==> src/hw/rtl/ntpd_pkg.sv <==
// Shared types, constants and tables of the note token parser.
package ntpd_pkg;

  localparam int unsigned SampleRateDefault = 44100;
  localparam logic [9:0]  TempoReset   = 10'd120;
  localparam logic [3:0]  OctaveReset  = 4'd4;
  localparam logic [23:0] BeatReset    = 24'h010000;
  localparam logic [24:0] FracRecip    = 25'd27487791;
  localparam logic [21:0] PitchMax     = 22'h3FFFFF;
  localparam logic [29:0] DurMax       = 30'h3FFFFFFF;
  localparam int unsigned DivSteps     = 32;

  typedef enum logic [2:0] {
    PH_LETTER = 3'd0,
    PH_MODS   = 3'd1,
    PH_BINT   = 3'd2,
    PH_BFRAC  = 3'd3,
    PH_IGNORE = 3'd4
  } phase_e;

  typedef enum logic [4:0] {
    S_IDLE = 5'b00001,
    S_FDIV = 5'b00010,
    S_MUL  = 5'b00100,
    S_DDIV = 5'b01000,
    S_DONE = 5'b10000
  } state_e;

  typedef struct packed {
    logic take;
    logic capture;
    logic div_step;
    logic commit;
    logic mul;
    logic load_out;
  } cmd_t;

  typedef struct packed {
    logic token_end;
    logic commit_req;
    logic div_last;
  } status_t;

  function automatic logic [13:0] freq_q8(input logic [3:0] ix);
    logic [13:0] f;
    begin
      case (ix)
        4'd0:    f = 14'd7903;
        4'd1:    f = 14'd8371;
        4'd2:    f = 14'd8870;
        4'd3:    f = 14'd9398;
        4'd4:    f = 14'd9956;
        4'd5:    f = 14'd10547;
        4'd6:    f = 14'd11174;
        4'd7:    f = 14'd11840;
        4'd8:    f = 14'd12544;
        4'd9:    f = 14'd13289;
        4'd10:   f = 14'd14080;
        4'd11:   f = 14'd14917;
        default: f = 14'd15805;
      endcase
      return f;
    end
  endfunction

  function automatic logic signed [5:0] letter_index(input logic [7:0] c);
    logic signed [5:0] v;
    begin
      case (c)
        "c":     v = 6'sd1;
        "d":     v = 6'sd3;
        "e":     v = 6'sd5;
        "f":     v = 6'sd6;
        "g":     v = 6'sd8;
        "a":     v = 6'sd10;
        "b":     v = 6'sd12;
        "r":     v = -6'sd1;
        default: v = 6'sd0;
      endcase
      return v;
    end
  endfunction

  function automatic logic [13:0] pow10_scale(input logic [13:0] fr, input logic [2:0] fd);
    logic [13:0] v;
    begin
      case (fd)
        3'd0:    v = 14'd0;
        3'd1:    v = 14'(fr * 14'd1000);
        3'd2:    v = 14'(fr * 14'd100);
        3'd3:    v = 14'(fr * 14'd10);
        default: v = fr;
      endcase
      return v;
    end
  endfunction

endpackage

==> src/hw/rtl/ntpd_if.sv <==
// Channel interfaces: character input, result output and tempo write.
interface ntpd_in_if;
  logic       valid;
  logic       ready;
  logic [7:0] symbol;
  logic       token_end;
  modport source (output valid, output symbol, output token_end, input ready);
  modport sink (input valid, input symbol, input token_end, output ready);
endinterface

interface ntpd_out_if;
  logic        valid;
  logic        ready;
  logic        is_rest;
  logic [21:0] pitch_q8;
  logic [29:0] duration_samples;
  modport source (output valid, output is_rest, output pitch_q8, output duration_samples,
                  input ready);
  modport sink (input valid, input is_rest, input pitch_q8, input duration_samples,
                output ready);
endinterface

interface ntpd_cfg_if;
  logic       valid;
  logic       ready;
  logic [9:0] data;
  modport source (output valid, output data, input ready);
  modport sink (input valid, input data, output ready);
endinterface

==> src/hw/rtl/ntpd_ctrl.sv <==
// Controller state machine sequencing parse, beat commit, multiply, divide and output load.
module ntpd_ctrl (
  input  logic             clk_i,
  input  logic             rst_ni,
  input  logic             in_valid_i,
  output logic             in_ready_o,
  output logic             out_valid_o,
  input  logic             out_ready_i,
  input  ntpd_pkg::status_t status_i,
  output ntpd_pkg::cmd_t    cmd_o
);

  ntpd_pkg::state_e state_q, state_d;
  logic out_valid_q, out_valid_d;
  logic accept;
  logic out_free;

  assign in_ready_o  = (state_q == ntpd_pkg::S_IDLE);
  assign accept      = in_valid_i && in_ready_o;
  assign out_free    = !out_valid_q || out_ready_i;
  assign out_valid_o = out_valid_q;

  always_comb begin
    state_d = state_q;
    cmd_o   = '0;
    unique case (state_q)
      ntpd_pkg::S_IDLE: begin
        cmd_o.take = accept;
        if (accept && status_i.token_end) begin
          cmd_o.capture = 1'b1;
          state_d = status_i.commit_req ? ntpd_pkg::S_FDIV : ntpd_pkg::S_MUL;
        end
      end
      ntpd_pkg::S_FDIV: begin
        cmd_o.commit = 1'b1;
        state_d = ntpd_pkg::S_MUL;
      end
      ntpd_pkg::S_MUL: begin
        cmd_o.mul = 1'b1;
        state_d = ntpd_pkg::S_DDIV;
      end
      ntpd_pkg::S_DDIV: begin
        cmd_o.div_step = 1'b1;
        if (status_i.div_last) state_d = ntpd_pkg::S_DONE;
      end
      ntpd_pkg::S_DONE: begin
        if (out_free) begin
          cmd_o.load_out = 1'b1;
          state_d = ntpd_pkg::S_IDLE;
        end
      end
      default: state_d = ntpd_pkg::S_IDLE;
    endcase
  end

  always_comb begin
    out_valid_d = out_valid_q;
    if (out_ready_i) out_valid_d = 1'b0;
    if (cmd_o.load_out) out_valid_d = 1'b1;
  end

  always_ff @(posedge clk_i or negedge rst_ni) begin
    if (!rst_ni) begin
      state_q     <= ntpd_pkg::S_IDLE;
      out_valid_q <= 1'b0;
    end else begin
      state_q     <= state_d;
      out_valid_q <= out_valid_d;
    end
  end

endmodule

==> src/hw/rtl/ntpd_dp.sv <==
// Datapath: token parser, pitch lookup, serial tempo divider and result register.
module ntpd_dp #(
  parameter int unsigned SAMPLE_RATE_HZ = ntpd_pkg::SampleRateDefault
) (
  input  logic              clk_i,
  input  logic              rst_ni,
  input  logic [7:0]        symbol_i,
  input  logic              token_end_i,
  input  logic              cfg_valid_i,
  input  logic [9:0]        cfg_data_i,
  input  ntpd_pkg::cmd_t    cmd_i,
  output ntpd_pkg::status_t status_o,
  output logic              is_rest_o,
  output logic [21:0]       pitch_q8_o,
  output logic [29:0]       duration_samples_o
);

  localparam logic [23:0] SamplesPerMin = 24'(SAMPLE_RATE_HZ * 60);

  logic [9:0]        tempo_q;
  logic [3:0]        octave_q, octave_d;
  logic [23:0]       beat_q;
  ntpd_pkg::phase_e  phase_q, phase_d;
  logic signed [5:0] idx_q, idx_d;
  logic [7:0]        ip_q, ip_d;
  logic [13:0]       fr_q, fr_d;
  logic [2:0]        fd_q, fd_d;
  logic [7:0]        ip_hold_q;

  logic        digit;
  logic [3:0]  dval;
  logic [11:0] ip_ten;
  logic [17:0] fr_ten;

  logic [31:0] quo_q, quo_d;
  logic [9:0]  rem_q, rem_d;
  logic [9:0]  dvs_q;
  logic [4:0]  cnt_q;
  logic [10:0] rem_sh;
  logic        ge;

  logic        rest_q;
  logic [21:0] pitch_q;
  logic [21:0] pitch_w;
  logic        rest_w;
  logic [28:0] shifted;
  logic [3:0]  tix;
  logic [47:0] prod;
  logic [37:0] frac_prod;

  logic        out_rest_q;
  logic [21:0] out_pitch_q;
  logic [29:0] out_dur_q;

  assign digit  = (symbol_i >= "0") && (symbol_i <= "9");
  assign dval   = 4'(symbol_i - "0");
  assign ip_ten = 12'({4'd0, ip_q} * 12'd10) + 12'(dval);
  assign fr_ten = 18'({4'd0, fr_q} * 18'd10) + 18'(dval);

  always_comb begin
    phase_d  = phase_q;
    idx_d    = idx_q;
    octave_d = octave_q;
    ip_d     = ip_q;
    fr_d     = fr_q;
    fd_d     = fd_q;
    case (phase_q)
      ntpd_pkg::PH_LETTER: begin
        idx_d   = ntpd_pkg::letter_index(symbol_i);
        phase_d = ntpd_pkg::PH_MODS;
      end
      ntpd_pkg::PH_MODS: begin
        if (symbol_i == "#") begin
          if (idx_q != 6'sd31) idx_d = idx_q + 6'sd1;
        end else if (symbol_i == "b") begin
          if (idx_q != -6'sd32) idx_d = idx_q - 6'sd1;
        end else if (digit) begin
          octave_d = dval;
        end else if (symbol_i == "/") begin
          ip_d    = '0;
          fr_d    = '0;
          fd_d    = '0;
          phase_d = ntpd_pkg::PH_BINT;
        end
      end
      ntpd_pkg::PH_BINT: begin
        if (digit) begin
          ip_d = (ip_ten > 12'd255) ? 8'd255 : ip_ten[7:0];
        end else if (symbol_i == ".") begin
          phase_d = ntpd_pkg::PH_BFRAC;
        end else begin
          phase_d = ntpd_pkg::PH_IGNORE;
        end
      end
      ntpd_pkg::PH_BFRAC: begin
        if (digit) begin
          if (fd_q < 3'd4) begin
            fr_d = fr_ten[13:0];
            fd_d = fd_q + 3'd1;
          end
        end else begin
          phase_d = ntpd_pkg::PH_IGNORE;
        end
      end
      default: ;
    endcase
  end

  // pitch of the finished token
  always_comb begin
    rest_w  = idx_d < 0;
    tix     = (idx_d > 6'sd12) ? 4'd12 : idx_d[3:0];
    shifted = 29'({15'd0, ntpd_pkg::freq_q8(tix)} << octave_d) >> 1;
    if (rest_w) pitch_w = '0;
    else if (shifted > 29'(ntpd_pkg::PitchMax)) pitch_w = ntpd_pkg::PitchMax;
    else pitch_w = shifted[21:0];
  end

  // beat fraction: frac4 * 65536 / 10000 by reciprocal multiply, exact for frac4 < 10000
  assign frac_prod = 38'(quo_q[13:0]) * 38'(ntpd_pkg::FracRecip);
  assign prod      = 48'(SamplesPerMin) * 48'(beat_q);

  assign rem_sh = {rem_q, quo_q[31]};
  assign ge     = rem_sh >= {1'b0, dvs_q};
  assign rem_d  = ge ? 10'(rem_sh - {1'b0, dvs_q}) : rem_sh[9:0];
  assign quo_d  = {quo_q[30:0], ge};

  assign status_o.token_end  = token_end_i;
  assign status_o.commit_req = (phase_d == ntpd_pkg::PH_BINT) ||
                               (phase_d == ntpd_pkg::PH_BFRAC) ||
                               (phase_d == ntpd_pkg::PH_IGNORE);
  assign status_o.div_last   = (cnt_q == 5'(ntpd_pkg::DivSteps - 1));

  always_ff @(posedge clk_i or negedge rst_ni) begin
    if (!rst_ni) begin
      tempo_q  <= ntpd_pkg::TempoReset;
      octave_q <= ntpd_pkg::OctaveReset;
      beat_q   <= ntpd_pkg::BeatReset;
      phase_q  <= ntpd_pkg::PH_LETTER;
      idx_q    <= '0;
      ip_q     <= '0;
      fr_q     <= '0;
      fd_q     <= '0;
    end else begin
      if (cfg_valid_i) tempo_q <= cfg_data_i;
      if (cmd_i.take) begin
        octave_q <= octave_d;
        if (cmd_i.capture) begin
          phase_q <= ntpd_pkg::PH_LETTER;
          idx_q   <= '0;
          ip_q    <= '0;
          fr_q    <= '0;
          fd_q    <= '0;
        end else begin
          phase_q <= phase_d;
          idx_q   <= idx_d;
          ip_q    <= ip_d;
          fr_q    <= fr_d;
          fd_q    <= fd_d;
        end
      end
      if (cmd_i.commit) beat_q <= {ip_hold_q, frac_prod[37:22]};
    end
  end

  // payload and divider registers
  always_ff @(posedge clk_i) begin
    if (cmd_i.capture) begin
      rest_q    <= rest_w;
      pitch_q   <= pitch_w;
      ip_hold_q <= ip_d;
      quo_q     <= {18'd0, ntpd_pkg::pow10_scale(fr_d, fd_d)};
      rem_q     <= '0;
      cnt_q     <= '0;
    end else if (cmd_i.mul) begin
      quo_q <= prod[47:16];
      rem_q <= '0;
      dvs_q <= (tempo_q == 10'd0) ? 10'd1 : tempo_q;
      cnt_q <= '0;
    end else if (cmd_i.div_step) begin
      quo_q <= quo_d;
      rem_q <= rem_d;
      cnt_q <= cnt_q + 5'd1;
    end
    if (cmd_i.load_out) begin
      out_rest_q  <= rest_q;
      out_pitch_q <= pitch_q;
      out_dur_q   <= (quo_q > 32'(ntpd_pkg::DurMax)) ? ntpd_pkg::DurMax : quo_q[29:0];
    end
  end

  assign is_rest_o          = out_rest_q;
  assign pitch_q8_o         = out_pitch_q;
  assign duration_samples_o = out_dur_q;

endmodule

==> src/hw/rtl/note_token_to_pitch_duration.sv <==
// Top level of the note token parser: turns characters into pitch and duration words.
//
// in_ch takes one ASCII character per word; token_end marks the last one of a token.
// Each token yields one word on out_ch: is_rest, pitch_q8 (Hz, Q8) and
// duration_samples = SAMPLE_RATE_HZ*60*beat/tempo, truncated.
// cfg_ch writes tempo_bpm and is always ready; the user must write it only while
// the block is idle, which the block itself does not enforce. A character that does
// not end a token leaves in_ch ready for the next character. A token end runs the
// duration multiply, a 32-step tempo divide and the output load; when the token
// carries a beat after '/', a constant multiply first converts the beat fraction.
// in_ch stays not ready from a token end until its result sits in the output
// register; the output register holds a finished word while out_ch stalls, and a
// next result waits in the controller until the word is taken.
// Reset sets tempo 120, octave 4, beat 1.0 and starts a fresh token.
module note_token_to_pitch_duration #(
  parameter int unsigned SAMPLE_RATE_HZ = ntpd_pkg::SampleRateDefault
) (
  input  logic       clk_i,
  input  logic       rst_ni,
  ntpd_in_if.sink    in_ch,
  ntpd_out_if.source out_ch,
  ntpd_cfg_if.sink   cfg_ch
);

  ntpd_pkg::cmd_t    cmd;
  ntpd_pkg::status_t status;

  assign cfg_ch.ready = 1'b1;

  ntpd_ctrl u_ctrl (
    .clk_i       (clk_i),
    .rst_ni      (rst_ni),
    .in_valid_i  (in_ch.valid),
    .in_ready_o  (in_ch.ready),
    .out_valid_o (out_ch.valid),
    .out_ready_i (out_ch.ready),
    .status_i    (status),
    .cmd_o       (cmd)
  );

  ntpd_dp #(
    .SAMPLE_RATE_HZ (SAMPLE_RATE_HZ)
  ) u_dp (
    .clk_i              (clk_i),
    .rst_ni             (rst_ni),
    .symbol_i           (in_ch.symbol),
    .token_end_i        (in_ch.token_end),
    .cfg_valid_i        (cfg_ch.valid),
    .cfg_data_i         (cfg_ch.data),
    .cmd_i              (cmd),
    .status_o           (status),
    .is_rest_o          (out_ch.is_rest),
    .pitch_q8_o         (out_ch.pitch_q8),
    .duration_samples_o (out_ch.duration_samples)
  );

  a_busy_after_end: assert property (@(posedge clk_i) disable iff (!rst_ni)
    in_ch.valid && in_ch.ready && in_ch.token_end |=> !in_ch.ready)
    else $error("input ready right after a token end");

  a_rest_silent: assert property (@(posedge clk_i) disable iff (!rst_ni)
    out_ch.valid && out_ch.is_rest |-> out_ch.pitch_q8 == 22'd0)
    else $error("rest with nonzero pitch");

  a_note_sounds: assert property (@(posedge clk_i) disable iff (!rst_ni)
    out_ch.valid && !out_ch.is_rest |-> out_ch.pitch_q8 != 22'd0)
    else $error("note with zero pitch");

endmodule
==> src/flat_wrapper.sv <==
// flat-port wrapper written by rule: the top's interface ports become plain ports
module note_token_to_pitch_duration_flat 
#(
  parameter int unsigned SAMPLE_RATE_HZ = ntpd_pkg::SampleRateDefault
)
  (clk_i, rst_ni, in_ch_valid, in_ch_symbol, in_ch_token_end, in_ch_ready, out_ch_valid, out_ch_is_rest, out_ch_pitch_q8, out_ch_duration_samples, out_ch_ready, cfg_ch_valid, cfg_ch_data, cfg_ch_ready);
  ntpd_in_if in_ch_i ();
  ntpd_out_if out_ch_i ();
  ntpd_cfg_if cfg_ch_i ();
  input  logic clk_i;
  input  logic rst_ni;
  input wire logic [$bits(in_ch_i.valid)-1:0] in_ch_valid;
  input wire logic [$bits(in_ch_i.symbol)-1:0] in_ch_symbol;
  input wire logic [$bits(in_ch_i.token_end)-1:0] in_ch_token_end;
  output wire logic [$bits(in_ch_i.ready)-1:0] in_ch_ready;
  output wire logic [$bits(out_ch_i.valid)-1:0] out_ch_valid;
  output wire logic [$bits(out_ch_i.is_rest)-1:0] out_ch_is_rest;
  output wire logic [$bits(out_ch_i.pitch_q8)-1:0] out_ch_pitch_q8;
  output wire logic [$bits(out_ch_i.duration_samples)-1:0] out_ch_duration_samples;
  input wire logic [$bits(out_ch_i.ready)-1:0] out_ch_ready;
  input wire logic [$bits(cfg_ch_i.valid)-1:0] cfg_ch_valid;
  input wire logic [$bits(cfg_ch_i.data)-1:0] cfg_ch_data;
  output wire logic [$bits(cfg_ch_i.ready)-1:0] cfg_ch_ready;
  assign in_ch_i.valid = in_ch_valid;
  assign in_ch_i.symbol = in_ch_symbol;
  assign in_ch_i.token_end = in_ch_token_end;
  assign in_ch_ready = in_ch_i.ready;
  assign out_ch_valid = out_ch_i.valid;
  assign out_ch_is_rest = out_ch_i.is_rest;
  assign out_ch_pitch_q8 = out_ch_i.pitch_q8;
  assign out_ch_duration_samples = out_ch_i.duration_samples;
  assign out_ch_i.ready = out_ch_ready;
  assign cfg_ch_i.valid = cfg_ch_valid;
  assign cfg_ch_i.data = cfg_ch_data;
  assign cfg_ch_ready = cfg_ch_i.ready;
  note_token_to_pitch_duration #(.SAMPLE_RATE_HZ(SAMPLE_RATE_HZ)) u_core (.clk_i(clk_i), .rst_ni(rst_ni), .in_ch(in_ch_i), .out_ch(out_ch_i), .cfg_ch(cfg_ch_i));
endmodule
==> config.mk <==
export PLATFORM = sky130hd
export DESIGN_NAME = note_token_to_pitch_duration_flat
export DESIGN_NICKNAME = d
export VERILOG_FILES = /design/src/hw/rtl/ntpd_pkg.sv /design/src/hw/rtl/ntpd_if.sv /design/src/hw/rtl/ntpd_ctrl.sv /design/src/hw/rtl/ntpd_dp.sv /design/src/hw/rtl/note_token_to_pitch_duration.sv /design/src/flat_wrapper.sv
export SDC_FILE = /design/constraint.sdc
export NUM_CORES = 2
export LEC_CHECK = 0
export BUFFER_PORTS_ARGS = -buffer_cell sky130_fd_sc_hd__buf_2
export CAP_MARGIN = 10
export CORE_MARGIN = 3
export CORE_UTILIZATION = 35
export DETAILED_ROUTE_END_ITERATION = 7
export GPL_TIMING_DRIVEN = 0
export PLACE_DENSITY = 0.49
export SYNTH_ARGS = -nofsm -noshare
export SYNTH_HDL_FRONTEND = slang
export SYNTH_SLANG_ARGS = --single-unit
==> constraint.sdc <==
create_clock -name clk_i -period 8.6 [get_ports clk_i]
set_clock_uncertainty 0.05 [all_clocks]
set_input_delay 0.43 -clock clk_i [delete_from_list [all_inputs] [get_ports clk_i]]
set_output_delay 0.43 -clock clk_i [all_outputs]
set_load 0.01 [all_outputs]
==> impl_metrics.ini <==
[synth]
synthArstFlopShare_pct = 35.6
yosysMostFrequentCell = inv_1
syn_inst = 2654
synth_edf_count = 108
synth.avg_cell_area_um2 = 10.1
netlist_top_cells_count = 476 x inv_1, 429 x ha_1, 316 x fa_1
yosysTopAreaCellShare_pct = 23.6
ys_types = 93
synth_seq_cells = 219
yosysSeqAreaShare_pct = 21.9
yosys.area.top_type = fa_1
dominantRegCellSynth = edfxtp_1
synth.area.top_cells = fa_1 24%, ha_1 20%, edfxtp_1 12%, inv_1 6.7%, dfrtp_1 6.6%
synth_fp_nets = 3423
syn_area_um2 = 26800
yosys_warnings = 0

[run]
maxCapViolCount = 0

[timing]
report.final.slew_viol_count = 0
hold_ws_ps = 60.0
hold_viol_final = 0
rsz0062_at_grt = no
fmax_mhz = 137
slew_headroom_pct = 20.7
tns_ps = 0
finalCritPeriodShare_pct = 84.8
period_needed_ps = 7290
tightest_slew_ps = 1180
layout_setup_ws_ps = 1310
setup_viol = 0

[clocking]
cts_buffers = 26
cts_max_level = 1
clk_pin_slew_ps = 60
cts_tree = done
insertion_delay_ps = 560
ctsResizeCount = 0
cts_setup_buffers = 0
cts.sinks = 219
root_buffer = clkbuf_16
clk_path_buf_depth = 3

[grt]
antenna_found_initial = 1
grt_pass1_vias = 20600
grt_max_degree = 64
grt_usage_pct = 18.4
grt_pass1_wl_um = 115000
grt_overflow = 0

[drt]
drc = 0
drtAntennaViolNets = 0
drt_iter0_markers = 1010
drt-pass1-iter-count = 6
viasPerCell = 5.11
vias = 19200
wirelength_um = 71100
routedWlPerCell_um = 18.9

[final_layout]
area_growth_pct = 9.46
fin_util_pct = 39.0
n_antenna_cell = 0
layout-drive-gt1-share_pct = 7.07
final_nets = 3534

[placed_design]
dp_slack_ps = 663
dp_hpwl_um = 59600
gp_congestion = 0.876
port_buffers = 77

[worst_setup_path]
crit_path_max_fanout = 10
worstPathArrival_ps = 7510
start_kind = input port
reg2regPathDepth = 23
r2r_slack_ps = 1320
critPathKind = input port to flip-flop
end_kind = flip-flop
reg2reg_from = u_core.u_dp.phase_q[1]
required_ps = 8820
reg2reg_to = u_core.u_dp.quo_q[13]

[hold_path]
min_to = u_core.u_dp.tempo_q[9]
hp-start = cfg_ch_data[9]
worstHoldPathType = input port to flip-flop
holdPathStages = 2

[floorplanning]
die-area_um2 = 79800
die_width_um = 283
fp.dieH_um = 283
ios = 80
core_area_um2 = 75100
row_count = 100
start_util_pct = 35.7

[status]
status = finished clean
-- metal layers --
metal  wire (µm)  part of all wire [%]  vias to the layer above  track usage, %
li1            -                     -                     9204               -
met4        1300                   1.8                        0            3.20
met5           0                     0                        -               0
met3        3040                   4.3                       76            2.58
met1       32600                    46                     9556            25.1
met2       34200                    48                      351            31.6
-- flip-flops by register name, summed over array words and instances (netlist names) --
register                        count
u_core.u_dp.quo_q                  32
u_core.u_dp.duration_samples_o     30
u_core.u_dp.beat_q                 24
u_core.u_dp.pitch_q8_o             22
u_core.u_dp.pitch_q                22
u_core.u_dp.fr_q                   14
u_core.u_dp.dvs_q                  10
u_core.u_dp.rem_q                  10
u_core.u_dp.tempo_q                10
u_core.u_dp.ip_hold_q               8
u_core.u_dp.ip_q                    8
u_core.u_dp.idx_q                   6
u_core.u_ctrl.state_q               5
u_core.u_dp.cnt_q                   5
u_core.u_dp.octave_q                4
u_core.u_dp.fd_q                    3
u_core.u_dp.phase_q                 3
u_core.u_ctrl.out_valid_o           1
u_core.u_dp.is_rest_o               1
u_core.u_dp.rest_q                  1
-- cell type report --
cell class              instances  area [µm²]
well taps                     969        1210
multi-input cells            1873       18800
inverters                     476        1790
clock buffers                  37         744
repair buffers                 83         475
plain buffers                  86         354
clock inverters                11        87.6
flip-flops and latches        219        5860
fillers                      7444       45800
-- cell families after synthesis --
| logic type | share of synthesized area, % |
|---|---|
| AND/OR/NAND/NOR | 9.07 |
| other | 0.0140 |
| AO/OA/AOI/OAI | 11.6 |
| multiplexers | 1.94 |
| buffers and inverters | 8.00 |
| flip-flops | 21.9 |
| XOR/XNOR | 3.76 |
| adder cells (fa/ha/maj) | 43.7 |
-- cells in the final DEF, fill, tap and decap left out, types with 12 or more instances in the layout --
| cell type | Yosys | layout |
|---|---|---|
| nand2_1 | 128 | 128 |
| buf_2 | 12 | 88 |
| o21ai_0 | 105 | 104 |
| a211oi_1 | 17 | 17 |
| nand4_1 | 12 | 12 |
| xnor2_1 | 70 | 70 |
| edfxtp_1 | 108 | 108 |
| nand2b_1 | 16 | 16 |
| mux2_2 | 23 | 23 |
| ha_1 | 429 | 429 |
| fa_1 | 316 | 316 |
| o22ai_1 | 21 | 21 |
| xor2_1 | 45 | 45 |
| dfxtp_1 | 33 | 33 |
| inv_1 | 476 | 475 |
| dfrtp_1 | 71 | 71 |
| nor2b_1 | 15 | 14 |
| a22o_1 | 13 | 13 |
| a31oi_1 | 25 | 25 |
| or3_1 | 39 | 39 |
| a21oi_1 | 126 | 126 |
| a21o_1 | 39 | 39 |
| clkbuf_1 | 68 | 76 |
| nor2_1 | 123 | 123 |
| and3_1 | 20 | 20 |
| clkbuf_16 | 0 | 28 |
| nand3_1 | 35 | 35 |
| mux2i_1 | 26 | 26 |
| nor3_1 | 37 | 37 |
-- critical path, cell delays in order --
cell	delay, ps
buf_2	190
clkbuf_1	380
o21ai_0	260
and3_1	300
nand3_1	210
buf_2	260
buf_1	420
nor2_1	110
a31oi_1	680
inv_1	390
ha_1	470
inv_1	80
fa_1	530
inv_1	50
fa_1	530
fa_1	430
ha_1	340
a21oi_1	220
o21bai_1	100
a21oi_1	220
xnor2_1	120
xnor2_1	240
xnor2_1	120
a21oi_1	150
o311a_1	190
o31ai_1	60
-- repair_timing --
action,in CTS,in global routing
hold buffers,1,0
setup endpoints to repair,0,0
hold endpoints to repair,15,0
-- worst max path at each step --
stage | endpoint | cells past startpoint | start | slack [ps]
after floorplan | u_core.u_dp.quo_q[13] | 23 | in_ch_symbol[1] | 2090
after global placement | u_core.u_dp.quo_q[13] | 26 | in_ch_symbol[1] | 230
after detailed placement | u_core.u_dp.quo_q[13] | 26 | in_ch_symbol[1] | 660
after CTS | u_core.u_dp.quo_q[13] | 22 | u_core.u_dp.phase_q[1] | 1200
after global routing | u_core.u_dp.quo_q[13] | 26 | in_ch_symbol[1] | 790
final | u_core.u_dp.quo_q[13] | 26 | in_ch_symbol[1] | 1310
-- per-stage QoR --
| step | std cells | instance area, µm² |
|---|---|---|
| 2_1_floorplan | 2654 | 26800 |
| 3_3_place_gp | 3700 | 28400 |
| 3_5_place_dp | 3704 | 28400 |
| 4_1_cts | 3753 | 29300 |
| 5_1_grt | 3754 | 29300 |
| 6_report | 3754 | 29300 |
Power is not shown: default switching activity piles up to over one toggle a cycle in this logic, so the estimate is an artifact.
